## src/rtl/spe_pkg.sv

```systemverilog
`timescale 1ns / 1ps
// ----------------------------------------------------------------------------
// spe_pkg
// Shared constants and types for the sphere / polygon edge test unit.
// ----------------------------------------------------------------------------
package spe_pkg;

    localparam int CoordWidth  = 16;
    localparam int QueueDepth  = 4;
    localparam int CfgIdxWidth = 2;

    // configuration register indexes
    localparam logic [CfgIdxWidth-1:0] CFG_CENTER_X = 2'd0;
    localparam logic [CfgIdxWidth-1:0] CFG_CENTER_Y = 2'd1;
    localparam logic [CfgIdxWidth-1:0] CFG_CENTER_Z = 2'd2;
    localparam logic [CfgIdxWidth-1:0] CFG_RADIUS   = 2'd3;

    // product schedule of the shared multiplier
    localparam int StepLen  = 0;
    localparam int StepDot  = 3;
    localparam int StepDd   = 6;
    localparam int StepDb   = 9;
    localparam int StepR2   = 12;
    localparam int NumProd  = 13;
    localparam int StepBits = 4;

    typedef struct packed {
        logic set_hit;  // job opens a face: result replaces the running hit
        logic emit;     // job closes a face: deliver the running hit
    } t_job_ctl;

    localparam int CtlWidth = $bits(t_job_ctl);

endpackage

```

## src/rtl/sphere_polygon_edge_test_unit.sv

```systemverilog
`timescale 1ns / 1ps
// ----------------------------------------------------------------------------
// sphere_polygon_edge_test_unit
// Streams polygon vertices and reports whether any edge or vertex of each
// closed face touches a configured sphere.
// ----------------------------------------------------------------------------
//  channel   signals                                  direction
//  vertex    i_in_valid / o_in_ready, vertex, flags   in
//  result    o_out_valid / i_out_ready, o_face_hit    out
//  config    i_cfg_valid / o_cfg_ready, index, data   in
//
// each vertex makes one edge job, a last vertex a second (closing) job
// a job runs the shared multiplier (13 products), and the bit-serial product
// compare as well when the closest point lies inside the segment and the
// first end of the edge lies outside the sphere
// a four-entry job queue lets vertex intake run ahead of the test engine
// reset is synchronous and clears face state, queue and result; config
// writes are always taken
// ----------------------------------------------------------------------------
module sphere_polygon_edge_test_unit #(
    parameter int COORD_WIDTH = spe_pkg::CoordWidth
) (
    input  logic                               i_clk,
    input  logic                               i_rst_n,
    input  logic                               i_in_valid,
    output logic                               o_in_ready,
    input  logic [COORD_WIDTH-1:0]             i_vertex_x,
    input  logic [COORD_WIDTH-1:0]             i_vertex_y,
    input  logic [COORD_WIDTH-1:0]             i_vertex_z,
    input  logic                               i_first_vertex,
    input  logic                               i_last_vertex,
    output logic                               o_out_valid,
    input  logic                               i_out_ready,
    output logic                               o_face_hit,
    input  logic                               i_cfg_valid,
    output logic                               o_cfg_ready,
    input  logic [spe_pkg::CfgIdxWidth-1:0]    i_cfg_index,
    input  logic [COORD_WIDTH-1:0]             i_cfg_data
);
    import spe_pkg::*;

    localparam int JW = 6 * COORD_WIDTH + CtlWidth;

    logic [COORD_WIDTH-1:0] r_center_x, r_center_y, r_center_z;
    logic [COORD_WIDTH-2:0] r_radius;
    logic                   q_push, q_pop, q_full, q_empty;
    logic [JW-1:0]          q_in, q_out;

    assign o_cfg_ready = 1'b1;

    always_ff @(posedge i_clk) begin
        if (!i_rst_n) begin
            r_center_x <= '0;
            r_center_y <= '0;
            r_center_z <= '0;
            r_radius   <= '0;
        end else if (i_cfg_valid) begin
            unique case (i_cfg_index)
                CFG_CENTER_X: r_center_x <= i_cfg_data;
                CFG_CENTER_Y: r_center_y <= i_cfg_data;
                CFG_CENTER_Z: r_center_z <= i_cfg_data;
                CFG_RADIUS:   r_radius   <= i_cfg_data[COORD_WIDTH-2:0];
                default: begin
                end
            endcase
        end
    end

    spe_front #(.COORD_WIDTH(COORD_WIDTH)) u_front (
        .i_clk         (i_clk),
        .i_rst_n       (i_rst_n),
        .i_in_valid    (i_in_valid),
        .o_in_ready    (o_in_ready),
        .i_vertex      ({i_vertex_x, i_vertex_y, i_vertex_z}),
        .i_first_vertex(i_first_vertex),
        .i_last_vertex (i_last_vertex),
        .o_push        (q_push),
        .o_job         (q_in),
        .i_full        (q_full)
    );

    spe_fifo #(.WIDTH(JW), .DEPTH(QueueDepth)) u_queue (
        .i_clk  (i_clk),
        .i_rst_n(i_rst_n),
        .i_push (q_push),
        .i_data (q_in),
        .o_full (q_full),
        .i_pop  (q_pop),
        .o_data (q_out),
        .o_empty(q_empty)
    );

    spe_back #(.COORD_WIDTH(COORD_WIDTH)) u_back (
        .i_clk      (i_clk),
        .i_rst_n    (i_rst_n),
        .i_empty    (q_empty),
        .i_job      (q_out),
        .o_pop      (q_pop),
        .i_center_x (r_center_x),
        .i_center_y (r_center_y),
        .i_center_z (r_center_z),
        .i_radius   (r_radius),
        .o_out_valid(o_out_valid),
        .i_out_ready(i_out_ready),
        .o_face_hit (o_face_hit)
    );

    a_no_overflow: assert property (@(posedge i_clk) disable iff (!i_rst_n)
        !(q_push && q_full))
        else $error("job queue overflow");

    a_no_underflow: assert property (@(posedge i_clk) disable iff (!i_rst_n)
        !(q_pop && q_empty))
        else $error("job queue underflow");

    a_intake_on_full: assert property (@(posedge i_clk) disable iff (!i_rst_n)
        q_full |-> !o_in_ready)
        else $error("vertex taken while job queue full");

    a_reset_quiet: assert property (@(posedge i_clk)
        $rose(i_rst_n) |-> !o_out_valid)
        else $error("result valid right after reset");

endmodule

```

## src/rtl/spe_fifo.sv

```systemverilog
`timescale 1ns / 1ps
// ----------------------------------------------------------------------------
// spe_fifo
// Small register queue of edge jobs between the front and the back.
// ----------------------------------------------------------------------------
module spe_fifo #(
    parameter int WIDTH = 8,
    parameter int DEPTH = 4
) (
    input  logic             i_clk,
    input  logic             i_rst_n,
    input  logic             i_push,
    input  logic [WIDTH-1:0] i_data,
    output logic             o_full,
    input  logic             i_pop,
    output logic [WIDTH-1:0] o_data,
    output logic             o_empty
);
    localparam int PtrW = (DEPTH > 1) ? $clog2(DEPTH) : 1;
    localparam int CntW = $clog2(DEPTH + 1);

    logic [WIDTH-1:0] r_mem [DEPTH];
    logic [PtrW-1:0]  r_wr, r_rd;
    logic [CntW-1:0]  r_cnt;

    assign o_full  = (r_cnt == CntW'(DEPTH));
    assign o_empty = (r_cnt == '0);
    assign o_data  = r_mem[r_rd];

    always_ff @(posedge i_clk) begin
        if (!i_rst_n) begin
            r_wr  <= '0;
            r_rd  <= '0;
            r_cnt <= '0;
        end else begin
            if (i_push) begin
                r_wr <= (r_wr == PtrW'(DEPTH - 1)) ? '0 : r_wr + 1'b1;
            end
            if (i_pop) begin
                r_rd <= (r_rd == PtrW'(DEPTH - 1)) ? '0 : r_rd + 1'b1;
            end
            if (i_push && !i_pop) begin
                r_cnt <= r_cnt + 1'b1;
            end else if (i_pop && !i_push) begin
                r_cnt <= r_cnt - 1'b1;
            end
        end
    end

    always_ff @(posedge i_clk) begin
        if (i_push) begin
            r_mem[r_wr] <= i_data;
        end
    end

endmodule

```

## src/rtl/spe_front.sv

```systemverilog
`timescale 1ns / 1ps
// ----------------------------------------------------------------------------
// spe_front
// Accepts vertices, tracks first and prior vertex, and issues edge jobs.
// ----------------------------------------------------------------------------
module spe_front #(
    parameter int COORD_WIDTH = spe_pkg::CoordWidth
) (
    input  logic                                   i_clk,
    input  logic                                   i_rst_n,
    input  logic                                   i_in_valid,
    output logic                                   o_in_ready,
    input  logic [3*COORD_WIDTH-1:0]               i_vertex,
    input  logic                                   i_first_vertex,
    input  logic                                   i_last_vertex,
    output logic                                   o_push,
    output logic [6*COORD_WIDTH+spe_pkg::CtlWidth-1:0] o_job,
    input  logic                                   i_full
);
    import spe_pkg::*;

    localparam int VW = 3 * COORD_WIDTH;
    localparam int JW = 2 * VW + CtlWidth;

    logic [VW-1:0] r_start, r_prior, n_start;
    logic          r_pend_vld;
    logic [JW-1:0] r_pend;
    logic          accept;
    t_job_ctl      ctl_edge, ctl_close;
    logic [VW-1:0] edge_a;

    assign o_in_ready = !r_pend_vld && !i_full;
    assign accept     = i_in_valid && o_in_ready;

    // a first vertex is tested as a zero-length edge onto itself
    assign edge_a  = i_first_vertex ? i_vertex : r_prior;
    assign n_start = i_first_vertex ? i_vertex : r_start;

    always_comb begin
        ctl_edge.set_hit  = i_first_vertex;
        ctl_edge.emit     = 1'b0;
        ctl_close.set_hit = 1'b0;
        ctl_close.emit    = 1'b1;
    end

    assign o_push = accept || (r_pend_vld && !i_full);
    assign o_job  = r_pend_vld ? r_pend : {edge_a, i_vertex, ctl_edge};

    always_ff @(posedge i_clk) begin
        if (!i_rst_n) begin
            r_start    <= '0;
            r_prior    <= '0;
            r_pend_vld <= 1'b0;
        end else begin
            if (accept) begin
                r_start <= n_start;
                r_prior <= i_vertex;
                if (i_last_vertex) begin
                    r_pend_vld <= 1'b1;
                end
            end else if (r_pend_vld && !i_full) begin
                r_pend_vld <= 1'b0;
            end
        end
    end

    // closing edge from the last vertex back to the first
    always_ff @(posedge i_clk) begin
        if (accept) begin
            r_pend <= {i_vertex, n_start, ctl_close};
        end
    end

endmodule

```

## src/rtl/spe_back.sv

```systemverilog
`timescale 1ns / 1ps
// ----------------------------------------------------------------------------
// spe_back
// Runs one edge-versus-sphere test per job on a shared multiplier and a
// bit-serial compare, keeps the running face hit and drives the result.
// ----------------------------------------------------------------------------
module spe_back #(
    parameter int COORD_WIDTH = spe_pkg::CoordWidth
) (
    input  logic                                   i_clk,
    input  logic                                   i_rst_n,
    input  logic                                   i_empty,
    input  logic [6*COORD_WIDTH+spe_pkg::CtlWidth-1:0] i_job,
    output logic                                   o_pop,
    input  logic [COORD_WIDTH-1:0]                 i_center_x,
    input  logic [COORD_WIDTH-1:0]                 i_center_y,
    input  logic [COORD_WIDTH-1:0]                 i_center_z,
    input  logic [COORD_WIDTH-2:0]                 i_radius,
    output logic                                   o_out_valid,
    input  logic                                   i_out_ready,
    output logic                                   o_face_hit
);
    import spe_pkg::*;

    localparam int W   = COORD_WIDTH;
    localparam int VW  = 3 * W;
    localparam int MW  = W + 1;
    localparam int PW  = 2 * MW;
    localparam int SW  = 2 * W + 4;
    localparam int AW  = 2 * SW + 1;
    localparam int CW  = $clog2(SW);

    localparam logic [2:0] ST_IDLE = 3'd0;
    localparam logic [2:0] ST_DIFF = 3'd1;
    localparam logic [2:0] ST_MUL  = 3'd2;
    localparam logic [2:0] ST_DEC  = 3'd3;
    localparam logic [2:0] ST_SER  = 3'd4;
    localparam logic [2:0] ST_DONE = 3'd5;

    logic [2:0]    r_state;
    logic [VW-1:0] r_a, r_b;
    t_job_ctl      r_ctl;
    logic [MW-1:0] r_dm [3];
    logic [MW-1:0] r_em [3];
    logic [MW-1:0] r_bm [3];
    logic [2:0]    r_dneg;
    logic [StepBits-1:0] r_k, r_pk;
    logic          r_pv;
    logic [PW-1:0] r_prod;
    logic [SW-1:0] r_len, r_pos, r_neg, r_dd, r_db, r_r2;
    logic [AW-1:0] r_acc, r_sm, r_sd, n_acc;
    logic [SW-1:0] r_sl, r_sq;
    logic [CW-1:0] r_cnt;
    logic          r_res, r_hit;
    logic          r_out_vld, r_out_hit;

    logic [W-1:0]  ca [3];
    logic [W-1:0]  av [3];
    logic [W-1:0]  bv [3];
    logic [MW-1:0] dif_d [3];
    logic [MW-1:0] dif_e [3];
    logic [MW-1:0] dif_b [3];
    logic [MW-1:0] op_x, op_y;
    logic [1:0]    sub_k, sub_pk;
    logic [SW-1:0] prod_x;
    logic          len_zero, back_side, far_side, dd_in, db_in, hit_now;
    logic [SW:0]   len_neg;

    function automatic logic [MW-1:0] mag_of(input logic [MW-1:0] v);
        return v[MW-1] ? (~v + 1'b1) : v;
    endfunction

    always_comb begin
        ca[0] = i_center_x;
        ca[1] = i_center_y;
        ca[2] = i_center_z;
        for (int i = 0; i < 3; i++) begin
            av[i]    = r_a[VW-1-i*W -: W];
            bv[i]    = r_b[VW-1-i*W -: W];
            dif_d[i] = {ca[i][W-1], ca[i]} - {av[i][W-1], av[i]};
            dif_e[i] = {bv[i][W-1], bv[i]} - {av[i][W-1], av[i]};
            dif_b[i] = {ca[i][W-1], ca[i]} - {bv[i][W-1], bv[i]};
        end
    end

    // multiplier operand schedule
    always_comb begin
        op_x  = '0;
        op_y  = '0;
        sub_k = '0;
        case (r_k) inside
            [StepBits'(StepLen):StepBits'(StepLen + 2)]: begin
                sub_k = 2'(r_k - StepBits'(StepLen));
                op_x  = r_em[sub_k];
                op_y  = r_em[sub_k];
            end
            [StepBits'(StepDot):StepBits'(StepDot + 2)]: begin
                sub_k = 2'(r_k - StepBits'(StepDot));
                op_x  = r_dm[sub_k];
                op_y  = r_em[sub_k];
            end
            [StepBits'(StepDd):StepBits'(StepDd + 2)]: begin
                sub_k = 2'(r_k - StepBits'(StepDd));
                op_x  = r_dm[sub_k];
                op_y  = r_dm[sub_k];
            end
            [StepBits'(StepDb):StepBits'(StepDb + 2)]: begin
                sub_k = 2'(r_k - StepBits'(StepDb));
                op_x  = r_bm[sub_k];
                op_y  = r_bm[sub_k];
            end
            StepBits'(StepR2): begin
                op_x = {2'b00, i_radius};
                op_y = {2'b00, i_radius};
            end
            default: begin
                op_x = '0;
                op_y = '0;
            end
        endcase
    end

    assign prod_x = {{(SW-PW){1'b0}}, r_prod};
    assign sub_pk = 2'(r_pk - StepBits'(StepDot));

    always_comb begin
        len_zero  = (r_len == '0);
        back_side = (r_pos <= r_neg);
        len_neg   = {1'b0, r_len} + {1'b0, r_neg};
        far_side  = ({1'b0, r_pos} >= len_neg);
        dd_in     = (r_dd <= r_r2);
        db_in     = (r_db <= r_r2);
        n_acc     = r_acc + (r_sl[0] ? r_sm : '0) - (r_sq[0] ? r_sd : '0);
        hit_now   = r_ctl.set_hit ? r_res : (r_hit | r_res);
    end

    assign o_pop       = (r_state == ST_IDLE) && !i_empty;
    assign o_out_valid = r_out_vld;
    assign o_face_hit  = r_out_hit;

    always_ff @(posedge i_clk) begin
        if (!i_rst_n) begin
            r_state   <= ST_IDLE;
            r_hit     <= 1'b0;
            r_out_vld <= 1'b0;
            r_k       <= '0;
            r_pv      <= 1'b0;
            r_cnt     <= '0;
        end else begin
            if ((r_state == ST_DONE) && r_ctl.emit && (!r_out_vld || i_out_ready)) begin
                r_out_vld <= 1'b1;
            end else if (r_out_vld && i_out_ready) begin
                r_out_vld <= 1'b0;
            end
            unique case (r_state)
                ST_IDLE: begin
                    if (!i_empty) begin
                        r_state <= ST_DIFF;
                    end
                end
                ST_DIFF: begin
                    r_k     <= '0;
                    r_pv    <= 1'b0;
                    r_state <= ST_MUL;
                end
                ST_MUL: begin
                    if (r_k == StepBits'(NumProd)) begin
                        r_pv    <= 1'b0;
                        r_state <= ST_DEC;
                    end else begin
                        r_pv <= 1'b1;
                        r_k  <= r_k + 1'b1;
                    end
                end
                ST_DEC: begin
                    r_cnt <= '0;
                    if (len_zero || back_side || far_side || dd_in) begin
                        r_state <= ST_DONE;
                    end else begin
                        r_state <= ST_SER;
                    end
                end
                ST_SER: begin
                    r_cnt <= r_cnt + 1'b1;
                    if (r_cnt == CW'(SW - 1)) begin
                        r_state <= ST_DONE;
                    end
                end
                ST_DONE: begin
                    if (!r_ctl.emit) begin
                        r_hit   <= hit_now;
                        r_state <= ST_IDLE;
                    end else if (!r_out_vld || i_out_ready) begin
                        r_hit     <= 1'b0;
                        r_state   <= ST_IDLE;
                    end
                end
                default: begin
                    r_state <= ST_IDLE;
                end
            endcase
        end
    end

    // datapath
    always_ff @(posedge i_clk) begin
        if (o_pop) begin
            r_a   <= i_job[2*VW+CtlWidth-1 -: VW];
            r_b   <= i_job[VW+CtlWidth-1 -: VW];
            r_ctl <= i_job[CtlWidth-1:0];
        end
        if (r_state == ST_DIFF) begin
            for (int i = 0; i < 3; i++) begin
                r_dm[i] <= mag_of(dif_d[i]);
                r_em[i] <= mag_of(dif_e[i]);
                r_bm[i] <= mag_of(dif_b[i]);
                r_dneg[i] <= dif_d[i][MW-1] ^ dif_e[i][MW-1];
            end
            r_len <= '0;
            r_pos <= '0;
            r_neg <= '0;
            r_dd  <= '0;
            r_db  <= '0;
            r_r2  <= '0;
        end
        if (r_state == ST_MUL) begin
            r_prod <= op_x * op_y;
            r_pk   <= r_k;
            if (r_pv) begin
                case (r_pk) inside
                    [StepBits'(StepLen):StepBits'(StepLen + 2)]: r_len <= r_len + prod_x;
                    [StepBits'(StepDot):StepBits'(StepDot + 2)]: begin
                        if (r_dneg[sub_pk]) begin
                            r_neg <= r_neg + prod_x;
                        end else begin
                            r_pos <= r_pos + prod_x;
                        end
                    end
                    [StepBits'(StepDd):StepBits'(StepDd + 2)]: r_dd <= r_dd + prod_x;
                    [StepBits'(StepDb):StepBits'(StepDb + 2)]: r_db <= r_db + prod_x;
                    default: r_r2 <= prod_x;
                endcase
            end
        end
        if (r_state == ST_DEC) begin
            // (dd - r2) * len <= dot^2 decides the interior case
            r_acc <= '0;
            r_sm  <= {{(AW-SW){1'b0}}, r_dd - r_r2};
            r_sd  <= {{(AW-SW){1'b0}}, r_pos - r_neg};
            r_sl  <= r_len;
            r_sq  <= r_pos - r_neg;
            if (len_zero || back_side) begin
                r_res <= dd_in;
            end else if (far_side) begin
                r_res <= db_in;
            end else begin
                r_res <= dd_in;
            end
        end
        if (r_state == ST_SER) begin
            r_acc <= n_acc;
            r_sm  <= r_sm << 1;
            r_sd  <= r_sd << 1;
            r_sl  <= r_sl >> 1;
            r_sq  <= r_sq >> 1;
            if (r_cnt == CW'(SW - 1)) begin
                r_res <= n_acc[AW-1] || (n_acc == '0);
            end
        end
        if ((r_state == ST_DONE) && r_ctl.emit && (!r_out_vld || i_out_ready)) begin
            r_out_hit <= hit_now;
        end
    end

endmodule

```

## config.mk

```make
export PLATFORM = sky130hd
export DESIGN_NAME = sphere_polygon_edge_test_unit
export DESIGN_NICKNAME = d
export VERILOG_FILES = /design/src/rtl/spe_pkg.sv /design/src/rtl/sphere_polygon_edge_test_unit.sv /design/src/rtl/spe_fifo.sv /design/src/rtl/spe_front.sv /design/src/rtl/spe_back.sv
export SDC_FILE = /design/constraint.sdc
export NUM_CORES = 2
export LEC_CHECK = 0
export BUFFER_PORTS_ARGS = -buffer_cell sky130_fd_sc_hd__buf_2
export CORE_UTILIZATION = 50
export DETAILED_ROUTE_END_ITERATION = 8
export HOLD_SLACK_MARGIN = 0.08
export PLACE_DENSITY = 0.7
export SLEW_MARGIN = 15
export SYNTH_ARGS = -nofsm -noshare
export SYNTH_HDL_FRONTEND = slang
export SYNTH_SLANG_ARGS = --single-unit
```

## constraint.sdc

```tcl
create_clock -name i_clk -period 16.8 [get_ports i_clk]
set_clock_uncertainty 0.05 [all_clocks]
set_input_delay 2.52 -clock i_clk [delete_from_list [all_inputs] [get_ports i_clk]]
set_output_delay 2.52 -clock i_clk [all_outputs]
set_load 0.1 [all_outputs]
```

Word level (Yosys, flattened, before mapping)
Memories as Yosys holds them, arrays and structs flattened. A register that Yosys moved wholly into a read port is not among the register bits.
Cells that the tools add are included.
Storage, ports and cells
  register bits: 829
  RAM bits: 545
  bits of input ports: 73
  logic and storage cells: 286
  memories kept: 4
Cells by class
  add/subtract/negate cells: 38
  multipliers: 1
  $lt $le $gt $ge: 21
  equal/unequal tests: 21
  mux-type cells: 104
  bitwise operators: 13
  reduce and logical (&&, ||, !) cells: 47
Memory list
  u_queue.r_mem: depth 4, width 98, read ports 1, clocked after Yosys merged registers in 1, wr ports 1, line spe_fifo.sv:22  | logic [WIDTH-1:0] r_mem [DEPTH];
  u_back.r_bm: depth 3, width 17, read ports 1, clocked after Yosys merged registers in 0, wr ports 3, line spe_back.sv:45  | logic [MW-1:0] r_bm [3];
  u_back.r_dm: depth 3, width 17, read ports 2, clocked after Yosys merged registers in 0, wr ports 3, line spe_back.sv:43  | logic [MW-1:0] r_dm [3];
  u_back.r_em: depth 3, width 17, read ports 2, clocked after Yosys merged registers in 1, wr ports 3, line spe_back.sv:44  | logic [MW-1:0] r_em [3];
Operators with widths (count)
  $mux W36: 36
  $mux W73: 8
  $mux W17: 15
  $add A36 B34 Y36: 5
  $add A17 B1 Y17 const B: 9
  $not A17 Y17: 9
  $sub A16 B16 Y17: 9
  $mux W35: 4
  $le A36 B36 Y1: 3
  $mux W98: 1
  $mux W48: 2
  $add A73 B73 Y73: 1
  $logic_not A73 Y1: 1
  $sub A73 B73 Y73: 1
  $sub A36 B36 Y36: 2
  $add A36 B36 Y37: 1
  $ge A36 B37 Y1: 1
  $logic_not A36 Y1: 1
  $mul A17 B17 Y34: 1
  $mux W3: 7
  $mux W1: 20
  $pmux W3 S6: 1
  $logic_and A1 B1 Y1: 17
  $le A4 B4 Y1 const B: 4
  other kinds (40): 86

Logic depth before layout (Yosys ltp)
  depth in word-level cells: 9
  depth in mapped cells: 42
  mapped depth without buffers: 35

Cells and area by module
A second synthesis with hierarchy kept.
Second synthesis, totals
  cell total of the unflattened synthesis: 9656
  area, all modules: 97317.1 um^2
Modules (own cells, without submodules)
  spe_back: instances 1, cells an instance 8126, area an instance 71701.3 um^2
  spe_fifo: instances 1, cells an instance 556, area an instance 14574.0 um^2
  spe_front: instances 1, cells an instance 747, area an instance 8663.3 um^2
  sphere_polygon_edge_test_unit: instances 1, cells an instance 227, area an instance 2378.5 um^2

Worst setup path before layout
No wires, ideal clock.
  kind: flip-flop to flip-flop
  start point: register u_back.r_state[2]
  end point: register u_queue.r_cnt[2]
  setup time: 0.076 ns
  arrival: 12.167 ns
  required time: 16.674 ns
  setup slack: 4.508 ns
  stages on the path, launching flop included: 10
  clock period less this slack: 12.292 ns
  path through: dfxtp_1 -> clkbuf_1 -> nor4_1 -> inv_1 -> ha_1 -> inv_1 -> fa_1 -> xor2_1 -> or3_1 -> a21boi_0
On the way
  word-level cells in the longest chain between the ends: 5
Ends and longest elaborated chain
  start, declared: line spe_back.sv:40  | logic [2:0] r_state;
  start signal, assigned: line spe_back.sv:143  | r_state <= ST_IDLE;
  start signal, assigned: line spe_back.sv:158  | r_state <= ST_DIFF;
  start signal, assigned: line spe_back.sv:164  | r_state <= ST_MUL;
  $logic_not A3 Y1 (*): line spe_back.sv:137  | assign o_pop = (r_state == ST_IDLE) && !i_empty;
  $logic_and A1 B1 Y1 (*): line spe_back.sv:137
  via q_pop: line sphere_polygon_edge_test_unit.sv:46  | logic q_push, q_pop, q_full, q_empty;
  $logic_not A1 Y1: line spe_fifo.sv:42  | if (i_push && !i_pop) begin
  $logic_and A1 B1 Y1: line spe_fifo.sv:42
  $mux W3 / $reduce_bool A2 Y1 (equally long branches)
  end signal, assigned: line spe_fifo.sv:43  | r_cnt <= r_cnt + 1'b1;
  end signal, assigned: line spe_fifo.sv:45  | r_cnt <= r_cnt - 1'b1;
  end, declared: line spe_fifo.sv:24  | logic [CntW-1:0] r_cnt;
Mark *: on every way through the listed nets, which the timed path passes. The rest lies on a longest branch.
A chain may end at the register's enable or synchronous reset.

Worst setup path after layout
  start point: register u_back.r_k[0]
  end point: register u_back.r_prod[32] (data pin)
On the way
  word-level cells in the longest chain between the ends: 7
Ends and longest elaborated chain
  start, declared: line spe_back.sv:47  | logic [StepBits-1:0] r_k, r_pk;
  start signal, assigned: line spe_back.sv:172  | r_k <= r_k + 1'b1;
  $sub A2 B1 Y2 (tied with other cells): line spe_back.sv:108  | sub_k = 2'(r_k - StepBits'(StepDb));
  $mem_v2 Z3 W17 (tied with other cells)
  $mux W17 (4 in series): line spe_back.sv:91  | case (r_k) inside
  $mul A17 B17 Y34 (*): line spe_back.sv:227  | r_prod <= op_x * op_y;
  end signal, assigned: line spe_back.sv:227
  end, declared: line spe_back.sv:49  | logic [PW-1:0] r_prod;
Every way passes the cells marked *; elsewhere a longest branch is shown, timed or not.

==> results.ini <==
[final_layout]
nFillCells = 16706
final_core_util = 0.5498
ff_latch_area_sq_um = 40210
multi_input_area_sq_um = 51860
mostFrequentLayoutCells = 1251 x nand2_1, 1068 x edfxtp_1, 879 x inv_1
synthToLayoutAreaGrowth_pct = 8.690
layout.cells.most_common = nand2_1
nets = 10694
drive_gt1_frac = 0.06936
fin_area_sq_um = 105000

[run_status]
run_status = completed

[clocking]
cts_tree = done
htree_levels = 4
clock_sinks = 1474
clk_path_buf_depth = 3
clk_latency_ns = 0.81
postCtsResizedCells = 0
numCtsBuffers = 161
cts.clk_slew.worst_paths_ns = 0.06
cts_root_buf = clkbuf_16
postCtsSetupBuffers = 0
cts_hold_buf = 0

[setup_path]
worst_setup_path_end_kind = flip-flop
critPathMaxStageDelay_ns = 0.74
cp_common_cell = inv_1
path_class = flip-flop to flip-flop
worst_setup_path_start_kind = flip-flop
arrival_ns = 10.46
cp.required_ns = 17.30
crit_fanout = 82
r2r_cells = 35
slowest_stage = nor2_1

[drt]
wl_per_cell_microns = 21.97
dr_total_vias = 71084
antenna_left = 0
drc = 0
drt-initial-drc-count = 5418
wl_microns = 269500
dr.pass1.iters = 6
routed_via_density = 5.796

[floorplan]
rows = 160
fp.dieH_microns = 441.6
die-area_sq_um = 195000
coreArea_sq_um = 191000
die_w_microns = 441.6
initial_core_util = 0.5059
io_pins = 77

[sta]
period_needed_ns = 9.960
hold_viol = 0
finalMaxSlewViolations = 0
layout_setup_ws_ns = 6.840
timing.slew.headroom = 0.1940
finalSetupTns_ns = 0
fmax_mhz = 100.4
rsz0062_at_grt = no
worst_pin_slew_ns = 1.209
period_share = 0.5929
finalSetupViolCount = 0

[synth]
ys_types = 95
synth_mux_area_frac = 0.04983
yosys_warnings = 0
synth_fa_ha_area_frac = 0.1556
ys_seq_area_frac = 0.4161
avgSynthCellArea_sq_um = 10.00
synth_top_family_by_area = adder cells
async_flop_share = 0
synth-seq-cells = 1474
ys.flop_type = edfxtp_1
syn_area_sq_um = 96610
syn_nets = 10743
synth_edf_count = 1068
synth_compound_area_frac = 0.1399
postSynthCellCount = 9657
synth_simple_gate_area_frac = 0.1409
synthXorXnorAreaFrac = 0.04904

[placement]
pre_cts_slack_ns = 6.915
gp_congestion = 0.9737
port-buffer-count = 75
dp_hpwl_microns = 201200
postPlaceCellArea_sq_um = 99530

[global_routing]
grt_pass1_wl_microns = 409300
grt_pass1_vias = 69461
grtUsageTotal = 0.2729
antenna_found_initial = 16
gr-total-overflow = 0
grt_max_degree = 188

[run]
cap_violations = 0

[hold_path]
hp-class = flip-flop to flip-flop
hold_depth = 2

[worst paths after layout]
kind | start | end | slack [ns]
max | u_back.r_k[0] | u_back.r_prod[32] | 6.84
min | u_front.r_prior[18] | u_front.r_prior[18] | 0.41
max reg2reg | u_back.r_k[0] | u_back.r_prod[32] | 6.84
min reg2reg | u_front.r_prior[18] | u_front.r_prior[18] | 0.41
[metal layers]
metal  vias to the layer above  GRT usage  part of all wire
li1                      33994          -                 -
met1                     34671     0.3594              0.43
met2                      1917     0.4529              0.47
met3                       484    0.03588             0.050
met4                        18     0.1130             0.043
met5                         -          0           0.00038
[synthesized netlist by cell type (all sizes together), types with 39 or more instances]
library cell  number  share of area
mux2             108          0.013
a211oi            89         0.0069
and2             231          0.015
nand2           1255          0.049
mux2i            139          0.014
or3               67         0.0043
o21bai            66         0.0051
xnor2            332          0.030
nor2b            107         0.0069
nand4             66         0.0043
a21o             232          0.018
mux4              98          0.023
and3              54         0.0035
a21oi            438          0.023
nor3             133         0.0069
a21boi           220          0.017
xor2             209          0.019
edfxtp          1068           0.33
nand2b            85         0.0055
o21ai            568          0.029
fa               314          0.065
inv              882          0.034
o31ai             92         0.0071
ha               699          0.091
o21a              62         0.0048
dfxtp            406          0.084
clkbuf           314          0.012
nor2             539          0.021
a31oi             39         0.0025
buf               51         0.0021
nand3            266          0.014
[through the flow]
step,hold slack (ns),std cells
floorplan,0.3564,9657
global placement,0.3980,11956
global route,0.4296,12263
finish,0.4125,12264
CTS,0.4158,12257
detailed placement,0.4076,11956
[state kept, by name (all words and copies together), names as in the netlist, 36 cells and up, named ones only]
register         cells
u_back.r_pos        36
u_back.r_dd         36
u_back.av           48
u_back.r_neg        36
u_back.r_len        36
u_back.r_sl         36
u_back.r_sq         36
u_front.r_pend      96
u_front.r_start     48
u_back.r_em         51
u_back.bv           48
u_back.r_acc        73
u_back.r_db         36
u_queue.r_mem      392
u_back.r_dm         51
u_back.r_sm         73
u_back.r_bm         51
u_back.r_sd         73
u_back.r_r2         36
u_front.r_prior     48
[cells by family (layout without fill, tap and decap cells)]
family | count (synthesis) | after routing
buffers and inverters | 1248 | 1337
DFF | 1474 | 1474
other | 1 | 8
and+or+nand+nor | 2945 | 2945
adders and majority gates | 1013 | 1013
xor gates and xnor gates | 541 | 541
AOI/OAI and AO/OA | 2090 | 2090
muxes | 345 | 345
[worst max-delay path, delay by kind of cell, from the launching register on]
kind            cells  cell delay [ns]
buf+inv             8             1.32
flops               1             0.62
compound gates     15             3.24
fa+ha+maj           8             3.31
simple gates        3             1.05
xor+xnor            1             0.07
[area by class of cell]
type | count | area share
clock inverter | 82 | 0.01009
clock buffer | 219 | 0.04178
sequential | 1474 | 0.3830
antenna | 7 | 0.0001668
multi-input combinational | 6935 | 0.4939
inverter | 883 | 0.03173
timing repair buffer | 153 | 0.009437
tap | 2511 | 0.02992
Power is left out: the tool's default activity adds up to more than one toggle a clock period on the data nets, which glitch-free logic cannot reach.
